--- src/rtl/core/bgtsr_pkg.sv ---
// Shared constants, types and a function of the background scanline renderer.
package bgtsr_pkg;

   localparam int VMEM_DEPTH = 8192;
   localparam int VMEM_AW = 13;
   localparam int DATA_W = 8;
   localparam int CSR_IDX_W = 2;
   localparam int GROUP_IDX_W = 5;
   localparam int PIXELS_PER_LINE_DEF = 160;

   localparam logic [VMEM_AW-1:0] MAP_LOW = 13'h1800;
   localparam logic [VMEM_AW-1:0] MAP_HIGH = 13'h1C00;

   localparam logic [CSR_IDX_W-1:0] CSR_SCROLL_Y = 2'd0;
   localparam logic [CSR_IDX_W-1:0] CSR_SCROLL_X = 2'd1;
   localparam logic [CSR_IDX_W-1:0] CSR_MAP_SELECT = 2'd2;
   localparam logic [CSR_IDX_W-1:0] CSR_BG_PALETTE = 2'd3;

   localparam logic [DATA_W-1:0] PALETTE_RESET = 8'd228;

   localparam logic REQ_WRITE = 1'b0;
   localparam logic REQ_RENDER = 1'b1;

   typedef struct packed {
      logic clear_wr;
      logic req_write;
      logic load_render;
      logic rd_map;
      logic shift_tile;
   } ctl_cmd_type;

   typedef struct packed {
      logic clear_last;
      logic tile_last;
   } ctl_status_type;

   function automatic logic [1:0] shade_of(input logic [7:0] palette,
                                           input logic [1:0] colour);
      return palette[{colour, 1'b0} +: 2];
   endfunction

endpackage

--- src/rtl/core/bgtsr_ctrl.sv ---
// Controller state machine: memory clearing pass, request acceptance and tile fetch sequence.
module bgtsr_ctrl (
   input  logic                      clock,
   input  logic                      reset,
   input  logic                      start,
   input  logic                      req_type,
   input  bgtsr_pkg::ctl_status_type status,
   output logic                      busy,
   output bgtsr_pkg::ctl_cmd_type    cmd
);
   import bgtsr_pkg::*;

   localparam logic [2:0] ST_CLEAR = 3'd0;
   localparam logic [2:0] ST_IDLE = 3'd1;
   localparam logic [2:0] ST_MAP = 3'd2;
   localparam logic [2:0] ST_TILE = 3'd3;
   localparam logic [2:0] ST_SHIFT = 3'd4;

   logic [2:0] state_ff;
   logic [2:0] state_in;
   logic       accept;

   always_comb begin
      accept = start && (state_ff == ST_IDLE);
      busy = (state_ff != ST_IDLE);
      cmd = '0;
      state_in = state_ff;
      case (state_ff)
         ST_CLEAR: begin
            cmd.clear_wr = 1'b1;
            if (status.clear_last) begin
               state_in = ST_IDLE;
            end
         end
         ST_IDLE: begin
            if (accept) begin
               if (req_type == REQ_WRITE) begin
                  cmd.req_write = 1'b1;
               end else begin
                  cmd.load_render = 1'b1;
                  state_in = ST_MAP;
               end
            end
         end
         ST_MAP: begin
            cmd.rd_map = 1'b1;
            state_in = ST_TILE;
         end
         ST_TILE: begin
            state_in = ST_SHIFT;
         end
         ST_SHIFT: begin
            cmd.shift_tile = 1'b1;
            state_in = status.tile_last ? ST_IDLE : ST_MAP;
         end
         default: begin
            state_in = ST_IDLE;
         end
      endcase
   end

   always_ff @(posedge clock) begin
      if (reset) begin
         state_ff <= ST_CLEAR;
      end else begin
         state_ff <= state_in;
      end
   end

endmodule

--- config.mk ---
export PLATFORM = sky130hd
export DESIGN_NAME = bgtsr_ctrl
export DESIGN_NICKNAME = d
export VERILOG_FILES = /design/src/rtl/core/bgtsr_pkg.sv /design/src/rtl/core/bgtsr_ctrl.sv
export SDC_FILE = /design/constraint.sdc
export NUM_CORES = 1
export LEC_CHECK = 0
export ABC_CLOCK_PERIOD_IN_PS = 1240
export BUFFER_PORTS_ARGS = -buffer_cell sky130_fd_sc_hd__buf_2
export CORE_AREA = 4 4 41 43
export CTS_BUF_LIST = sky130_fd_sc_hd__clkbuf_8
export CTS_CLUSTER_SIZE = 24
export DETAILED_ROUTE_END_ITERATION = 6
export DIE_AREA = 0 0 45 47
export PLACE_DENSITY = 0.47
export SETUP_SLACK_MARGIN = 0.4
export SYNTH_ARGS = -nofsm -noshare
export SYNTH_HDL_FRONTEND = slang
export SYNTH_SLANG_ARGS = --single-unit
--- constraint.sdc ---
create_clock -name clock -period 1.24 [get_ports clock]
set_input_delay 0.248 -clock clock [delete_from_list [all_inputs] [get_ports clock]]
set_output_delay 0.248 -clock clock [all_outputs]
set_load 0.02 [all_outputs]
# After elaboration in Yosys (flattened, before gate mapping)

Index checks and enable logic that the tools add are counted.

Register bits: 3
Word-level logic and storage cells: 24

Equality and inequality tests: 8
Muxes and demuxes: 12
Reductions and logical operators: 3

Operators with widths:

| cell                 | count |
|---|---|
| $pmux W3 S5          | 1 |
| $mux W3              | 3 |
| $eq A3 B2 Y1 const B | 2 |
| $mux W2              | 3 |
| $ne A2 B2 Y1 const B | 3 |
| $mux W1              | 5 |
| $eq A3 B1 Y1 const B | 1 |
| $eq A3 B3 Y1 const B | 1 |
| $logic_not A3 Y1     | 1 |
| $ne A3 B1 Y1 const B | 1 |
| $reduce_and A3 Y1    | 1 |
| $logic_and A1 B1 Y1  | 1 |

# Logic depth before layout (Yosys ltp)

Word-level depth: 4
Depth in mapped cells: 4
Mapped depth without buffers: 3

# Worst setup path after synthesis

Ideal clock, no wire load.

Kind: register to register
Start: register state_ff[0]
End: register state_ff[0]
Setup time: 0.115 ns
Arrival: 1.262 ns
Data required time: 1.125 ns
Slack: -0.136 ns
Stages on the path, launching flop included: 5
Clock period less this slack: 1.376 ns
Cell sequence: dfxtp_1 > buf_2 > nor3_1 > a21oi_1 > o21a_1

Cells in the longest elaborated chain, start to end: 4

Ends and longest elaborated chain:

| item                        | RTL line                           | RTL |
|---|---|---|
| start, declared             | bgtsr_ctrl.sv:19                   | `logic [2:0] state_ff;` |
| start signal, assigned      | bgtsr_ctrl.sv:66                   | `state_ff <= state_in;` |
| $eq A3 B1 Y1                | bgtsr_ctrl.sv:24, bgtsr_ctrl.sv:28 |  |
| $logic_and A1 B1 Y1         | bgtsr_ctrl.sv:24                   | `accept = start && (state_ff == ST_IDLE);` |
| $ne A2 B2 Y1 (no line)      | --                                 |  |
| $reduce_and A3 Y1 (no line) | --                                 |  |

Several ways; a longest one is shown, not always the timed one.
A chain may end at the register's enable or synchronous reset.

==> metrics.txt <==
status=complete, but fails checks; failing checks=setup timing; Yosys top cell by area=dfxtp_1; global placer's final weighted congestion=approximately 0.68; Synth Warn #=0; detailed placer's ending HPWL=456 um; Final setup viols=6; total of max-cap violations=0; CTS max path bufs=2; pin count of the biggest net entering global routing=5; initial antenna violation count=0; diode count=0; Skew-Pair Late Insertion Delay=0.21 ns; type of the most critical hold path=primary input to flip-flop; Tmin final=1.35 ns; Area Overhead vs Synth=158%; I/O pins=12; Seq cells post-synth=3; Req. time, crit path=0.99 ns; hold slack=0.234 ns; total iterations of the first detailed-routing run=2; Final Cell Area=~540 um2; CP Buf/Inv Count=1; Crit path max-delay family=simple AND/OR/NAND/NOR gates; clk root buf=clkbuf_8; Initial Util=between 10% and 20%; CTS tree=yes; Distinct cells, synth=15; layout net count=57; Crit path largest cell delay=0.35 ns; Static Leak=0.238 nW; Top FF cell, synth=dfxtp_1; Max Slew Vio Count=0; Worst path slowest cell=dfxtp_4; RSZ-0062 raised after global routing=yes; number of flops mapped to enable cells by yosys=0; Vias/cell=4.15; Comb pwr share=35.9%; total wire length=approximately 680 um; IO buf count=11; Worst setup EP type=output port; core area=1300 um2; CP Max Fanout=3; Most flops, register=state_ff; H-tree lvl count=1; Syn Nets=30; sw power=158 uW; Clock Power Share=45.4%; RR Endpoint=state_ff[1]; Post-synth ARST share=0%; Synth Cell Area=about 210 um2; CP Cell Sequence=nor3b_4 -> and3_4 -> buf_6; max reg flops=3; remaining global-route overflow=0; Worst Skew=between 0.0007 and 0.0008 ns; CP arrival=roughly 1.1 ns; internal power=438 uW; Synth top area share=between 20% and 30%; Iter 0 DRT Violations=1; Post-DP Area=355 um2; Seq/Total Area, Yosys=28.6%; largest registers=state_ff: 3 flops; synthesized area per cell=slightly below 9 um2; Max Clk Rate=740 MHz; Critical Path Start Type=flip-flop; # DRC=0; top cells by count, synth=3 x dfxtp_1, 3 x inv_1, 3 x nor3_1; Final Hold Fails=0; # fillers=144; min-delay src=reset; pre-CTS setup slack=roughly 0.038 ns; # clock sinks=3; setup_tns=-0.424 ns; Layout Cells excl Fill=65; setup slack after layout=-0.111 ns; CTS Buf Count=3; main area contributors after synthesis=dfxtp_1 29%, nor3b_2 12%, nor4b_4 11%, nor3_1 7.1%, inv_1 5.4%; share of cells above drive strength 1=84.0%; height of the die=47 um; vias in the first global route=272; Die Footprint=2120 um2; Worst-path clk slew=0.03 ns; slew of the pin with the lowest slew margin=0.324 ns; first-pass GRT wire length=roughly 1100 um; reg-to-reg slack, setup=0.06 ns; Cells after Synth=24; fraction of the cycle the final worst path needs=109%; Reg power frac=a little under a fifth; Cell Count Post-Placement=53; global-route total usage across every layer=7.26%; Rel. slew slack=78.3%; Final ANT Viol Nets=0; switching part of the total=26.5%; Hold Path Cell Cnt=2; Final Power=595 uW; Register-to-Register Path Depth=6; vias post-DR=270; CP Class=flip-flop to output port; worst hold endpoint=state_ff[1]; PD cells=1100 nW/um2; Die W=45 um; drt wl/cell=10.4 um; Worst R2R Start=state_ff[0]; VDD IR max=0.506 mV; FP Rows=13; final core utilization=roughly two fifths
-- final cells by class --
class                           instances  area (um2)  area share (%)
Clock inverter                          1        3.75           0.691
Timing Repair Buffer                   23         198            36.4
Multi-Input combinational cell         17         199            36.6
Inverter                                3        11.3            2.07
Sequential cell                         3        71.3            13.1
Clock buffer                            3        41.3            7.60
Tap cell                               15        18.8            3.46
-- worst max path at each step --
stage / startpoint / to / slack [ns] / cells after the start
after floorplan: state_ff[0] / cmd[2] / 0.07 / 3
after global placement: state_ff[0] / cmd[3] / 0.05 / 4
after detailed placement: state_ff[0] / cmd[3] / 0.04 / 4
after CTS: state_ff[2] / cmd[2] / -0.12 / 3
after global routing: state_ff[2] / cmd[2] / -0.18 / 3
final: state_ff[2] / cmd[2] / -0.11 / 3
-- metal layers --
metal  vias to the layer above  routed length [um]  GRT usage, %
met5                         -                   0             0
met4                         0                  18          5.26
met3                         2                  61          2.30
met2                        12                 307          11.3
met1                       118                 290          8.39
li1                        138                   -             -
-- cells by family (layout without fill, tap and decap cells) --
kind of cell,after synthesis,in the layout,synth area share [%]
flops,3,3,28.6
simple gates,13,13,50.6
buf+inv,4,30,7.74
compound gates,4,4,13.1
-- layout by cell type, fill, tap and decap left out --
cell / instances
nor3b_4: 2
buf_4: 8
nor4b_4: 1
clkbuf_8: 3
buf_6: 10
nor3_4: 2
inv_1: 3
dfxtp_4: 3
nor2_4: 1
nor3_2: 2
o21a_1: 1
o211a_1: 1
nor4bb_2: 1
buf_2: 5
nand2_2: 1
and3_4: 1
a21oi_2: 1
inv_2: 1
nor2_1: 1
nand3_1: 1
a21oi_1: 1
-- power groups by stage --
| stage | clock, mW | combinational (mW) | sequential, mW |
|---|---|---|---|
| 3_3_place_gp | 0 | 0.130 | 0.119 |
| 4_1_cts | 0.280 | 0.190 | 0.112 |
| 2_1_floorplan | 0 | 0.0889 | 0.113 |
| 5_1_grt | 0.289 | 0.230 | 0.112 |
| 3_5_place_dp | 0 | 0.129 | 0.119 |
| 6_report | 0.270 | 0.214 | 0.111 |
-- repair_timing --
action | 4_1_cts | 5_1_grt
setup endpoints to repair | 9 | 9
cloned | 0 | 0
endpoints found under the hold margin | 0 | 0
setup buffers | 6 | 2
hold buffers | 0 | 0
pin swaps | 6 | 4
resized for setup | 18 | 6
No activity file was read; power rests on OpenSTA's default activity.
